`src/scp_pkg.sv`:
```
// ----------------------------------------------------------------------------
// scp_pkg: shared types and helpers for the segment capsule outline block
// Request payloads, the segment record handed from front to back, rounding.
// ----------------------------------------------------------------------------
`default_nettype none

package scp_pkg;

    localparam int ADDR_W = 4;

    localparam logic [1:0] REG_BAND_WIDTH   = 2'd0;
    localparam logic [1:0] REG_ROUND_START  = 2'd1;
    localparam logic [1:0] REG_ROUND_FINISH = 2'd2;

    localparam logic [31:0] BAND_WIDTH_RST = 32'd65536;
    localparam logic [63:0] PI_Q30         = 64'd3373259426;
    localparam int          TAYLOR_TERMS   = 20;
    localparam longint      ONE_Q30        = 64'sd1073741824;

    typedef struct packed {
        logic signed [31:0] start_x;
        logic signed [31:0] start_y;
        logic signed [31:0] finish_x;
        logic signed [31:0] finish_y;
    } in_t;

    typedef struct packed {
        logic signed [31:0] vertex_x;
        logic signed [31:0] vertex_y;
        logic               last_vertex;
        logic               degenerate;
    } out_t;

    // one classified segment, ready for vertex generation
    typedef struct packed {
        logic signed [31:0] sx;
        logic signed [31:0] sy;
        logic signed [31:0] fx;
        logic signed [31:0] fy;
        logic signed [33:0] c1x;
        logic signed [33:0] c1y;
        logic signed [33:0] c2x;
        logic signed [33:0] c2y;
        logic signed [31:0] vx;
        logic signed [31:0] vy;
        logic               rs;
        logic               rf;
        logic               degen;
    } seg_t;

    // shift right with rounding half away from zero
    function automatic logic signed [71:0] round_sh(input logic signed [71:0] v,
                                                    input int unsigned sh);
        logic [71:0] mag;
        logic        neg;
        neg = v[71];
        mag = neg ? 72'(-v) : 72'(v);
        mag = (mag + (72'd1 << (sh - 1))) >> sh;
        return neg ? -$signed(mag) : $signed(mag);
    endfunction

    function automatic logic signed [31:0] sat32(input logic signed [35:0] v);
        logic signed [31:0] r;
        if (v > 36'sd2147483647)
            r = 32'sh7fffffff;
        else if (v < -36'sd2147483648)
            r = 32'sh80000000;
        else
            r = v[31:0];
        return r;
    endfunction

endpackage

`default_nettype wire

```
`src/scp_fifo.sv`:
```
// ----------------------------------------------------------------------------
// scp_fifo: two-entry segment queue
// Decouples the direction unit from the vertex generator.
// ----------------------------------------------------------------------------
`default_nettype none

module scp_fifo (
    input  wire logic          clk,
    input  wire logic          rst_n,
    input  wire logic          push,
    input  wire scp_pkg::seg_t push_data,
    input  wire logic          pop,
    output logic               full,
    output logic               not_empty,
    output scp_pkg::seg_t      head
);

    scp_pkg::seg_t mem_reg [2];
    logic          wr_ptr_reg, rd_ptr_reg;
    logic [1:0]    count_reg, count_next;

    assign full      = (count_reg == 2'd2);
    assign not_empty = (count_reg != 2'd0);
    assign head      = mem_reg[rd_ptr_reg];

    always_comb
    begin
        count_next = count_reg;
        if (push && !pop)
            count_next = count_reg + 2'd1;
        else if (pop && !push)
            count_next = count_reg - 2'd1;
    end

    always_ff @(posedge clk or negedge rst_n)
    begin
        if (!rst_n)
        begin
            wr_ptr_reg <= 1'b0;
            rd_ptr_reg <= 1'b0;
            count_reg  <= 2'd0;
        end
        else
        begin
            count_reg <= count_next;
            if (push)
                wr_ptr_reg <= !wr_ptr_reg;
            if (pop)
                rd_ptr_reg <= !rd_ptr_reg;
        end
    end

    always_ff @(posedge clk)
    begin
        if (push)
            mem_reg[wr_ptr_reg] <= push_data;
    end

endmodule

`default_nettype wire

```
`config.mk`:
```
export PLATFORM = sky130hd
export DESIGN_NAME = scp_fifo
export DESIGN_NICKNAME = d
export VERILOG_FILES = /design/src/scp_pkg.sv /design/src/scp_fifo.sv
export SDC_FILE = /design/constraint.sdc
export NUM_CORES = 1
export LEC_CHECK = 0
export BUFFER_PORTS_ARGS = -buffer_cell sky130_fd_sc_hd__buf_2
export CORE_AREA = 2 2 262 264
export DETAILED_ROUTE_END_ITERATION = 8
export DIE_AREA = 0 0 264 266
export PLACE_DENSITY = 0.67
export SYNTH_ARGS = -nofsm -noshare
export SYNTH_HDL_FRONTEND = slang
export SYNTH_SLANG_ARGS = --single-unit
```
`constraint.sdc`:
```
create_clock -name clk -period 21.1 [get_ports clk]
set_input_delay 4.22 -clock clk [delete_from_list [all_inputs] [get_ports clk]]
set_output_delay 4.22 -clock clk [all_outputs]
set_load 0.01 [all_outputs]
```
Word-level counts from Yosys, hierarchy flattened
Memories as Yosys holds them, arrays and structs flattened.
Cells that the tools add are included.
{"block": "op_classes", "reduce_logical": 8, "n_eq_ne": 1, "muxes": 4, "n_addsub": 2}
{"cell": "1-bit zero test", "n": 4}
{"cell": "2-bit two-way mux", "n": 2}
{"cell": "2-bit nonzero test", "n": 2}
{"cell": "2-bit by 1-bit adder with 2-bit output (second input constant)", "n": 1}
{"cell": "2-bit equality test (second input constant)", "n": 1}
{"cell": "1-bit logical AND", "n": 2}
{"cell": "1-bit two-way mux", "n": 2}
{"cell": "2-bit by 1-bit subtractor with 2-bit output (second input constant)", "n": 1}
{"block": "totals", "input_bits": 335, "out_inout_bits": 333, "ff_bits": 4, "ramBits": 662, "wordCells": 19, "n_memories": 1}
{"name": "mem_reg", "words": 2, "word_bits": 331, "rd": 1, "rd_ports_with_merged_regs": 0, "wr": 1, "line_no": "scp_fifo.sv:18", "source": "scp_pkg::seg_t mem_reg [2];"}

Depth between registers and ports, before layout
Gate-level depths: netlist of the first run.
{"block": "depth", "ltp_word": 4, "ltp_mapped": 5}

Least setup slack after synthesis of the first run
No wires, ideal clock.
{"block": "synth_timing", "path_type": "in2reg", "startpoint": "input port push", "endpoint": "memory mem_reg[0][0] in the netlist's numbering (enable)", "path_slack_ns": 1.591, "t_arrival_ns": 18.439, "path_buffers": 0, "path_stages": 1, "setup_ns": 1.070, "required_ns": 20.030, "path_cell_list": "nor2b_1"}
{"block": "synth_via", "elab_chain_cells": 2}
{"item": "start, declared", "line_no": "scp_fifo.sv:10", "source": "input wire logic push,"}
{"item": "1-bit two-way mux", "line_no": "scp_fifo.sv:55", "source": "if (push)"}
{"item": "1-bit two-way mux (not written as such)", "line_no": "scp_fifo.sv:56", "source": "mem_reg[wr_ptr_reg] <= push_data;"}
{"item": "end, declared", "line_no": "scp_fifo.sv:18"}
Every way passes these cells.

==> summary.txt, run 1 <==
Critical path
  • R2r endpoint: mem_reg[0][134]
  • Crit-path slowest cell: buf_4
  • CP required: 16.88 ns
  • Crit path DAT: 3.95 ns
  • WS Path Type: reg -> out
  • Worst-path maximum fanout: 77
  • Worst reg-to-reg setup slack: 17.55 ns
  • Critical Path End Type: output port
  • CP bufs+invs: 3
  • Crit path top cell by count: buf_4
  • Critical path cell sequence: buf_4, buf_4, mux2_2, buf_2
  • CP peak stage delay: 0.92 ns
  • Register-to-Register Path Depth: 3
  • Setup crit start kind: flip-flop
  • Reg-to-Reg Start: wr_ptr_reg
  • Cell family with the largest share of critical-path delay: buffers and inverters

Route
  • DR vias: 12640
  • DRC violations left: 0
  • Wire per inst: 20.86 microns
  • Drt via density: 4.665
  • WL final: 56510 microns
  • Router iterations before antenna repair: 7
  • First DRT Iteration DRCs: 936
  • DRT antenna net count: 0

Timing
  • Slew @ Worst Pin: 1.137 ns
  • Final clock skew: 0.02026 ns
  • Post-layout min period: 8.169 ns
  • Final worst slack: 12.93 ns
  • Setup-failing EPs final: 0
  • Fmax: 122.4 MHz
  • RSZ-0062 raised after global routing: false
  • Slew HR: 24.17%
  • Final period utilization: 38.72%
  • Final-report hold violation count: 0
  • Setup_tns: 0 ns
  • Max Transition Viols Final: 0

Layout
  • Non-filler cells, final: 2709
  • Most common cell after layout, fill and taps aside: buf_2
  • Multi-input gate area in the final layout: 0.003973 sq mm
  • Most frequent cells in the layout: buf_2 (667), edfxtp_1 (662), mux2_2 (283)
  • Area Overhead vs Synth: 26.70%
  • Max reg flops: 662
  • Layout cells sized above 1: 60.84%
  • Layout Nets: 2095
  • Sequential cell area: 0.01998 sq mm
  • Filler Cell Count: 5847

Global route
  • Gr ovfl total: 0
  • Vias in the first global route: 13230
  • Largest net degree at the start of global routing: 157
  • Initial antenna violation count: 18
  • Overall routing resource usage: 15.29%
  • First-pass GRT wire length: 80610 microns

Logic synthesis
  • Sequential fraction of the synthesis area: 82.14%
  • Syn Nets: 1382
  • Library cells used by synthesis: 15
  • Synth Register Bits: 666
  • Post-Synthesis Cells: 1046
  • Synth Cell Area: 0.02432 sq mm
  • Avg Cell Area, Syn: 23.25 sq um
  • Ys Warns: 0

CTS
  • Post-cts sizing count: 0
  • Htree depth: 3
  • Sink Count: 666
  • Setup bufs post-CTS: 0
  • TritonCTS Buffers: 70
  • Clock slew at reported path FFs: 0.06 ns
  • Worst skew pair latency: 0.61 ns
  • # hold bufs at CTS: 0
  • CTS Buffer Depth: 3
  • CTS root buf: clkbuf_16
  • CTS tree: yes

Floorplan
  • Die width: 264 microns
  • Core Area: 0.06775 sq mm
  • Starting Density: 35.91%
  • Die Area: 0.07022 sq mm
  • Rows: 96
  • Top Ports: 668
  • Die Y: 266 microns

Place
  • DP HPWL: 39750 microns
  • Placed insts: 2569
  • GP Congestion: 0.8841
  • PortBufs: 667
  • Placement Setup Slack: 13.53 ns

Hold path
  • Worst Hold End: count_reg[1]
  • Worst min-delay path startpoint: count_reg[1]
  • Worst hold path class: reg -> reg
  • Worst Hold Path Cells: 1

Power
  • Lkg Pwr: 11.55 nW
  • Power Density: 136.3 mW/mm^2
  • Peak supply drop: 0.00008715 V

Job
  • Max-cap viol count: 0

Outcome
  • Status: complete, no violations
## per-stage QoR
step / instance area (sq um) / utilization [%] / hold slack [ns] / total power (W)
2_1_floorplan: 24320 / - / 0.4474 / 0.002731
3_3_place_gp: 28500 / 42.06 / 0.4685 / 0.003015
3_5_place_dp: 28500 / 42.06 / 0.4695 / 0.003036
4_1_cts: 30780 / 45.44 / 0.4816 / 0.004249
5_1_grt: 30810 / 45.48 / 0.5076 / 0.004375
6_report: 30820 / 45.49 / 0.4789 / 0.004199
## worst max-delay path by stage
stage                         end  slack [ns]       start  cells after the start
floorplan           mem_reg[0][0]        1.59        push                      1
global placement        head[230]       13.56  rd_ptr_reg                      4
detailed placement      head[123]       13.53  rd_ptr_reg                      4
CTS                     head[123]       12.87  rd_ptr_reg                      4
global route            head[220]       12.71  rd_ptr_reg                      4
finish                  head[230]       12.93  rd_ptr_reg                      4
## cell type report
class / count / share of cell area (%)
Clock inverter: 39 / 1.531
Tap cell: 882 / 3.581
Timing Repair Buffer: 678 / 11.14
Sequential cell: 666 / 64.84
Inverter: 1 / 0.01218
Clock buffer: 87 / 5.891
Antenna cell: 14 / 0.1137
Multi-Input combinational cell: 342 / 12.89
## layer usage
layer  track usage [%]  vias up  part of all wire (%)
met2             26.61      477                    53
li1                  -     5631                     -
met3             4.945      134                   7.3
met1             17.00     6385                    36
met4             7.233       10                   3.7
met5                 0        -                  0.13
## cell families after synthesis
| group | synth area share (%) |
|---|---|
| DFF | 82.14 |
| muxes | 15.94 |
| buffers and inverters | 1.574 |
| xor gates and xnor gates | 0.1800 |
| and+or+nand+nor | 0.1183 |
| adders and majority gates | 0.05143 |
## cell usage after synthesis
cell	instances	area [sq um]
or2_2	1	6.260
buf_6	31	349.1
mux2_4	40	600.6
xnor2_1	1	8.760
nor2_1	1	3.750
mux2_2	283	3187
dfrtp_1	4	100.1
inv_1	1	3.750
ha_1	1	12.51
mux2_1	8	90.09
nor2b_1	2	12.51
and2_1	1	6.260
buf_2	6	30.03
edfxtp_1	662	19880
xor2_1	4	35.03
## report_power, final
group | switching (W) | internal, W | total, W
Sequential | 0.0000762 | 0.00176 | 0.00184
Clock | 0.000507 | 0.000697 | 0.00120
Combinational | 0.000640 | 0.000520 | 0.00116
No activity file was read; power rests on OpenSTA's default activity.
==> run 2, diff against run 1 <==
--- a/config.mk
+++ b/config.mk
@@ -6,10 +6,10 @@
 export NUM_CORES = 1
 export LEC_CHECK = 0
 export BUFFER_PORTS_ARGS = -buffer_cell sky130_fd_sc_hd__buf_2
-export CORE_AREA = 2 2 262 264
+export CORE_AREA = 2 2 260 262
 export DETAILED_ROUTE_END_ITERATION = 8
-export DIE_AREA = 0 0 264 266
-export PLACE_DENSITY = 0.67
+export DIE_AREA = 0 0 262 264
+export PLACE_DENSITY = 0.7
 export SYNTH_ARGS = -nofsm -noshare
 export SYNTH_HDL_FRONTEND = slang
 export SYNTH_SLANG_ARGS = --single-unit
==> constraint.sdc (replaced) <==
create_clock -name clk -period 7.2 [get_ports clk]
set_input_delay 1.44 -clock clk [delete_from_list [all_inputs] [get_ports clk]]
set_output_delay 1.44 -clock clk [all_outputs]
set_load 0.01 [all_outputs]
==> run 2 against run 1 <==
Against the previous run: clock power rose to 2.9 times the previous value; hold slack gained 0.011 ns; final cell count fell by 0.48%; clock skew is 0.0037 ns higher; global-route usage fell by 0.23 points; largest power group unchanged.
==> summary.txt, run 2 (synthesized netlist as in run 1, its figures left out) <==
Global route
  • First-pass GRT wire length: 78610 microns
  • Initial antenna violation count: 18
  • Vias in the first global route: 13320
  • Largest net degree at the start of global routing: 164
  • Gr ovfl total: 0
  • Overall routing resource usage: 15.06%

CTS
  • Htree depth: 3
  • # hold bufs at CTS: 0
  • CTS tree: yes
  • Setup bufs post-CTS: 0
  • Worst skew pair latency: 0.60 ns
  • TritonCTS Buffers: 70
  • CTS root buf: clkbuf_16
  • Post-cts sizing count: 0
  • Clock slew at reported path FFs: 0.06 ns
  • CTS Buffer Depth: 3
  • Sink Count: 666

Route
  • First DRT Iteration DRCs: 981
  • DR vias: 12460
  • DRC violations left: 0
  • WL final: 54730 microns
  • Router iterations before antenna repair: 5
  • Wire per inst: 20.30 microns
  • DRT antenna net count: 0
  • Drt via density: 4.621

Hold path
  • Worst hold path class: reg -> reg

Place
  • PortBufs: 667
  • Placement Setup Slack: 3.686 ns
  • DP HPWL: 37180 microns
  • Dpl cell area: 0.02852 sq mm
  • GP Congestion: 0.8307

Critical path
  • Worst reg-to-reg setup slack: 4.81 ns
  • CP startpoint: rd_ptr_reg
  • Reg-to-Reg Start: wr_ptr_reg
  • Worst-path maximum fanout: 153
  • R2r endpoint: mem_reg[1][291]
  • Worst setup path end: head[262]
  • Critical Path End Type: output port
  • CP peak stage delay: 0.66 ns
  • Critical path cell sequence: buf_12, mux2_2, buf_2
  • CP required: 5.76 ns
  • Crit path DAT: 2.76 ns
  • WS Path Type: reg -> out
  • Setup crit start kind: flip-flop
  • Crit-path slowest cell: dfrtp_4
  • Register-to-Register Path Depth: 2

Timing
  • Setup-failing EPs final: 0
  • Max Transition Viols Final: 0
  • Min Hold Slack: 0.4900 ns
  • Fmax: 238.2 MHz
  • Slew @ Worst Pin: 1.192 ns
  • Final-report hold violation count: 0
  • Final worst slack: 3.002 ns
  • Slew HR: 20.55%
  • RSZ-0062 raised after global routing: false
  • Setup_tns: 0 ns
  • Post-layout min period: 4.198 ns
  • Final period utilization: 58.31%
  • Final clock skew: 0.02398 ns

Layout
  • Design Area, Final: 0.03077 sq mm
  • Most frequent cells in the layout: buf_2 (667), edfxtp_1 (662), mux2_2 (283)
  • Final core utilization: 46.23%
  • Most common cell after layout, fill and taps aside: buf_2
  • Layout cells sized above 1: 60.55%
  • Area Overhead vs Synth: 26.51%
  • Layout Nets: 2091
  • Max reg flops: 662

Power
  • Power Density: 397.6 mW/mm^2
  • Lkg Pwr: 11.53 nW
  • Peak supply drop: 0.0003471 V

Floorplan
  • Rows: 95
  • Die Y: 264 microns
  • Core Area: 0.06656 sq mm
  • Top Ports: 668
  • Die Area: 0.06917 sq mm
  • Starting Density: 36.54%
  • Die width: 262 microns

Outcome
  • Status: complete, no violations

Job
  • Max-cap viol count: 0
-- run 2: stage by stage --
step | total power (W) | cells
final | 0.01223 | 2696
after global routing | 0.01278 | 2693
after CTS | 0.01239 | 2683
after detailed placement | 0.008895 | 2556
after global placement | 0.008818 | 2556
after floorplan | 0.007748 | 1046
-- run 2: how the worst min path moves through the flow --
stage,endpoint,depth (start not counted),startpoint
finish,count_reg[1],1,count_reg[1]
global placement,count_reg[1],1,count_reg[1]
floorplan,count_reg[1],1,count_reg[1]
global route,count_reg[1],1,count_reg[1]
detailed placement,count_reg[1],1,count_reg[1]
CTS,count_reg[1],1,count_reg[1]
-- run 2: power by group --
group,internal (W),switching [W],leakage [nW],total (W)
combinational,0.00155,0.00189,4.21,0.00344
clock,0.00196,0.00150,1.07,0.00346
sequential,0.00515,0.000185,6.26,0.00534
-- run 2: area by class of cell --
class                      instances  area, sq um
timing repair buffer             674         3466
clock buffer                      90         1848
fill                            5649        35790
sequential                       666        19980
inverter                           1        3.754
clock inverter                    37        375.4
antenna                           13        32.53
tap                              873         1092
multi-input combinational        342         3973
-- run 2: critical path, delay by kind of cell (launching register included) --
family / cells / cell delay, ns
buffers and inverters: 2 / 0.69
DFF: 1 / 0.66
muxes: 1 / 0.43
-- run 2: routing by layer --
layer  share of wire [%]  up-vias  GRT usage (%)
met5               0.073        -              0
met4                 3.2        6          6.352
li1                    -     5625              -
met3                 7.8      123          4.634
met2                  52      461          26.66
met1                  36     6242          16.63
